==> config.mk <==
export PLATFORM = sky130hd
export DESIGN_NAME = sspd_nms
export DESIGN_NICKNAME = d
export VERILOG_FILES = /design/src/design/sspd_pkg.sv /design/src/design/sspd_nms.sv
export SDC_FILE = /design/constraint.sdc
export NUM_CORES = 2
export LEC_CHECK = 0
export ABC_AREA = 1
export BUFFER_PORTS_ARGS = -buffer_cell sky130_fd_sc_hd__buf_2
export CORE_ASPECT_RATIO = 0.6
export CORE_UTILIZATION = 60
export CTS_BUF_LIST = sky130_fd_sc_hd__clkbuf_8
export DETAILED_ROUTE_END_ITERATION = 6
export PLACE_DENSITY = 0.82
export SLEW_MARGIN = 20
export SYNTH_ARGS = -nofsm -noshare
export SYNTH_HDL_FRONTEND = slang
export SYNTH_SLANG_ARGS = --single-unit
==> constraint.sdc <==
create_clock -name clock -period 7.2 [get_ports clock]
set_input_delay 0.72 -clock clock [delete_from_list [all_inputs] [get_ports clock]]
set_output_delay 0.72 -clock clock [all_outputs]
set_load 0.01 [all_outputs]
==> src/design/sspd_pkg.sv <==
// ----------------------------------------------------------------------------
// sspd_pkg
// Types and constants shared by the scale-space peak detector.
// ----------------------------------------------------------------------------
`default_nettype none

package sspd_pkg;

   localparam int RESPONSE_BITS          = 32;
   localparam int MAX_ROW_LENGTH_DEFAULT = 1024;
   localparam int MAX_ROW_COUNT          = 1024;
   localparam int COORD_BITS             = 10;
   localparam int ROW_BITS               = 10;
   localparam int CFG_LEN_BITS           = 11;
   localparam int BORDER_BITS            = 8;
   localparam int CSR_INDEX_BITS         = 2;
   localparam int LAYERS                 = 3;

   typedef enum logic [CSR_INDEX_BITS-1:0] {
      CSR_THRESHOLD    = 2'd0,
      CSR_ROW_LENGTH   = 2'd1,
      CSR_ROW_COUNT    = 2'd2,
      CSR_BORDER_WIDTH = 2'd3
   } csr_index_type;

   typedef logic [RESPONSE_BITS-1:0] resp_type;
   // one window column of one layer: oldest row at [0], newest at [2]
   typedef resp_type [2:0] col_type;
   // one window column of all layers: lower [0], centre [1], upper [2]
   typedef col_type [LAYERS-1:0] stack_type;

   typedef struct packed {
      logic signed [RESPONSE_BITS-1:0] lower_response;
      logic signed [RESPONSE_BITS-1:0] centre_response;
      logic signed [RESPONSE_BITS-1:0] upper_response;
      logic                            frame_start;
   } req_type;

   typedef struct packed {
      logic [COORD_BITS-1:0]           peak_x;
      logic [COORD_BITS-1:0]           peak_y;
      logic signed [RESPONSE_BITS-1:0] peak_strength;
   } rsp_type;

   typedef struct packed {
      logic     load;
      resp_type threshold;
   } nms_ctrl_type;

endpackage

`default_nettype wire

==> src/design/sspd_nms.sv <==
// ----------------------------------------------------------------------------
// sspd_nms
// 3x3x3 neighborhood window and the non-maximum test on its centre.
// ----------------------------------------------------------------------------
`default_nettype none

module sspd_nms (
   input  wire logic                   clock,
   input  wire sspd_pkg::nms_ctrl_type ctrl,
   input  wire sspd_pkg::stack_type    col_in,
   output logic                        is_peak,
   output logic [sspd_pkg::RESPONSE_BITS-1:0] centre_value
);

   import sspd_pkg::*;

   // win_ff[layer][column], column 2 is newest
   col_type win_ff [LAYERS][3];
   resp_type val;

   always_ff @(posedge clock) begin
      if (ctrl.load) begin
         for (int l = 0; l < LAYERS; l++) begin
            win_ff[l][0] <= win_ff[l][1];
            win_ff[l][1] <= win_ff[l][2];
            win_ff[l][2] <= col_in[l];
         end
      end
   end

   assign val = win_ff[1][1][1];

   // centre vs itself never fails the strict compare, so all 27 are checked
   always_comb begin
      logic ok;
      ok = $signed(val) >= $signed(ctrl.threshold);
      for (int l = 0; l < LAYERS; l++) begin
         for (int c = 0; c < 3; c++) begin
            for (int r = 0; r < 3; r++) begin
               if ($signed(win_ff[l][c][r]) > $signed(val)) begin
                  ok = 1'b0;
               end
            end
         end
      end
      is_peak = ok;
   end

   assign centre_value = val;

endmodule

`default_nettype wire

==> out/qor.txt <==
Status - finished, violations left
Violated checks - design-rule violations
# setup viols final - 0
WS Path Type - reg2out
Cells after DPL - 5251
Simple-gate share of the synthesized area - 11.51%
Global route overflow - 0
Final Hold Vio Count - 0
DRC Markers - 1
Vias post-DR - 31940
Register with the most flip-flops - win_ff
CTS tree - yes
Initial Utilization - 61.10%
First-pass GRT wire length - 172600 um
DRT Pass-1 Iters - 7
Mux cell area share after synthesis - 0%
Power Dens Cells - 223.3 nW/um^2
Leakage - 23.51 nW
Max-cap violation count - 0
Initial antenna violation count - 2
Buffers & Inverters on Critical Path - 5
# fillers - 5297
Max-Slew Margin vs Limit - 23.84%
Post-Synthesis Cells - 3888
Site row count - 78
Synth Area in Compound Gates - 6.768%
CTS resizes - 0
Synth top area cells - edfxtp_1 56%, ha_1 23%, nand2_1 6.7%
Syn_area_per_cell - 11.96 um^2
CP required - 6.48 ns
Shortest period the worst path allows - 5.252 ns
Crit Path Max Fanout - 13
DR iter-0 viols - 2870
Top Registers - win_ff (864)
Mapped cell area - 46510 um^2
Seq cells post-synth - 864
Xor and xnor fraction of the mapped netlist area - 0%
CP dominant cell by count - nand2_1
Worst skew pair latency - 0.84 ns
Final setup TNS - 0 ns
Worst-path cell chain - inv_1 > buf_4 > buf_4 > ha_1 > a21oi_1 > o21ai_0 > nand2_1 > nand2_1 > a21oi_1 > nand3_1 > nand3_1 > nand2_1 > inv_1 > nand2_1 > nor2_1 > nand2_1 > nor2_1 > buf_2
Die width - 361.4 um
Final-report max-slew violation count - 0
Critical Path End Type - output pin
Area delta synth->final - 13.45%
Max reg flops - 864
Yosys top cell area share - 55.78%
Top delay family on crit path - buffers and inverters
Port bufs - 354
Die Area - 78670 um^2
Cts hold-fix bufs - 83
Largest net degree at the start of global routing - 178
Hold Path Class - in2reg
GRT Total Usage - 28.85%
GP Congestion - 0.9167
CTS max path bufs - 3
Vias in the first global route - 31720
RSZ-0062 raised after global routing - no
Top-Level Pins - 355
Hold_ws - 0.06508 ns
TritonCTS buffer count - 131
Routed Antenna Nets - 0
Final Cycle Share - 72.94%
CTS root buffer - clkbuf_8
Least-Margin Pin Slew - 1.142 ns
Distinct cells, synth - 28
Crit-path slowest cell - inv_1
Adder-cell area share of the yosys netlist - 23.24%
Worst setup SP type - flop
Area leader, netlist - edfxtp_1
CTS sink count - 864
Post-synthesis sequential area ratio - 55.78%
Synth Net Count - 5074
Vias per inst - 5.738
Final WL - 112800 um
Crit path DAT - 4.53 ns
Dpl hpwl - 81030 um
Share of layout cells above drive strength 1 - 13.18%
Fin nets - 5653
CP peak stage delay - 0.70 ns
Die Ht - 217.7 um
Largest family of logic cells by synthesized area - adder cells
Fmax - 190.4 MHz
Final Skew - 0.02990 ns
Maximum vdd drop - 0.0001900 V
ANT cells - 0
Htree depth - 4
Cell Count, Final, Fillers Out - 5566
Clk pin slew, worst setup/hold paths - 0.07 ns
Drt wl/cell - 20.26 um
YS warnings - 0
Postcts setup bufs - 0
Core area - 76120 um^2
## through the flow
step	area (um^2)	worst slack, ns	total power [mW]	util, %
floorplan	46510	4.129	7.336	-
global placement	49660	2.953	7.977	65.24
detailed placement	49660	2.796	8.115	65.24
CTS	52770	1.856	11.81	69.32
global route	52770	1.685	12.34	69.32
finish	52770	1.949	11.78	69.32
## power breakdown
part           total (mW)  internal [mW]  switching, mW
registers            6.21           5.97          0.239
logic                1.88          0.730           1.15
clock network        3.69           1.73           1.97
## final timing paths
kind / start / to / slack (ns) / cells past startpoint
max: win_ff[1][147]$_DFFE_PP_ / is_peak / 1.95 / 18
min: col_in[156] / win_ff[1][60]$_DFFE_PP_ / 0.07 / 1
max reg2reg: win_ff[1][128]$_DFFE_PP_ / win_ff[1][224]$_DFFE_PP_ / 6.11 / 1
min reg2reg: win_ff[0][78]$_DFFE_PP_ / win_ff[0][174]$_DFFE_PP_ / 0.43 / 0
## cells in the mapped netlist, drive strengths merged
library cell	instances
a21o	7
a21oi	420
and3	1
buf	32
clkinv	3
edfxtp	864
ha	864
inv	268
nand2	842
nand3	73
nand3b	4
nand4	65
nor2	226
nor3	29
nor3b	2
nor4	19
nor4b	1
o211ai	3
o21a	50
o21ai	107
o21bai	8
## cells by family after synthesis
logic type      after synthesis
flops                       864
buf+inv                     303
fa+ha+maj                   864
simple gates               1262
compound gates              595
## final cells by class
class | instances | area [um^2] | share of cell area [%]
clock buffer | 133 | 1831 | 3.469
clock inverter | 99 | 442.9 | 0.8394
inverter | 271 | 1017 | 1.928
multi-input combinational | 2721 | 19310 | 36.59
sequential | 864 | 25940 | 49.17
tap | 1000 | 1251 | 2.371
timing repair buffer | 478 | 2970 | 5.629
## routing by layer
| layer | share of wire [%] | global-route usage (%) | up-vias |
|---|---|---|---|
| met5 | 0.0062 | 0 | - |
| met4 | 3.0 | 10.96 | 2 |
| met3 | 8.4 | 4.975 | 229 |
| met2 | 46 | 46.36 | 1398 |
| met1 | 43 | 39.49 | 15000 |
| li1 | - | - | 15310 |
## layout by cell type, fill, tap and decap left out, types with 2 or more instances in the layout
cell type / n
nand3_1: 72
nor4_2: 15
o21bai_1: 8
buf_2: 353
dlygate4sd3_1: 83
o21ai_0: 107
o211ai_1: 3
a21o_1: 7
nor3_1: 27
nor4_4: 4
nor2_1: 210
ha_1: 864
buf_4: 37
clkinvlp_4: 9
a21oi_1: 420
nor2_2: 16
nand4_2: 2
buf_12: 4
inv_6: 2
o21a_1: 50
nor3_2: 2
clkinv_1: 32
inv_1: 313
nand3b_1: 4
clkinv_2: 12
nand2_1: 834
nand2_2: 8
edfxtp_1: 864
clkbuf_8: 133
nand4_1: 63
Power figures use the tool's default switching activity.
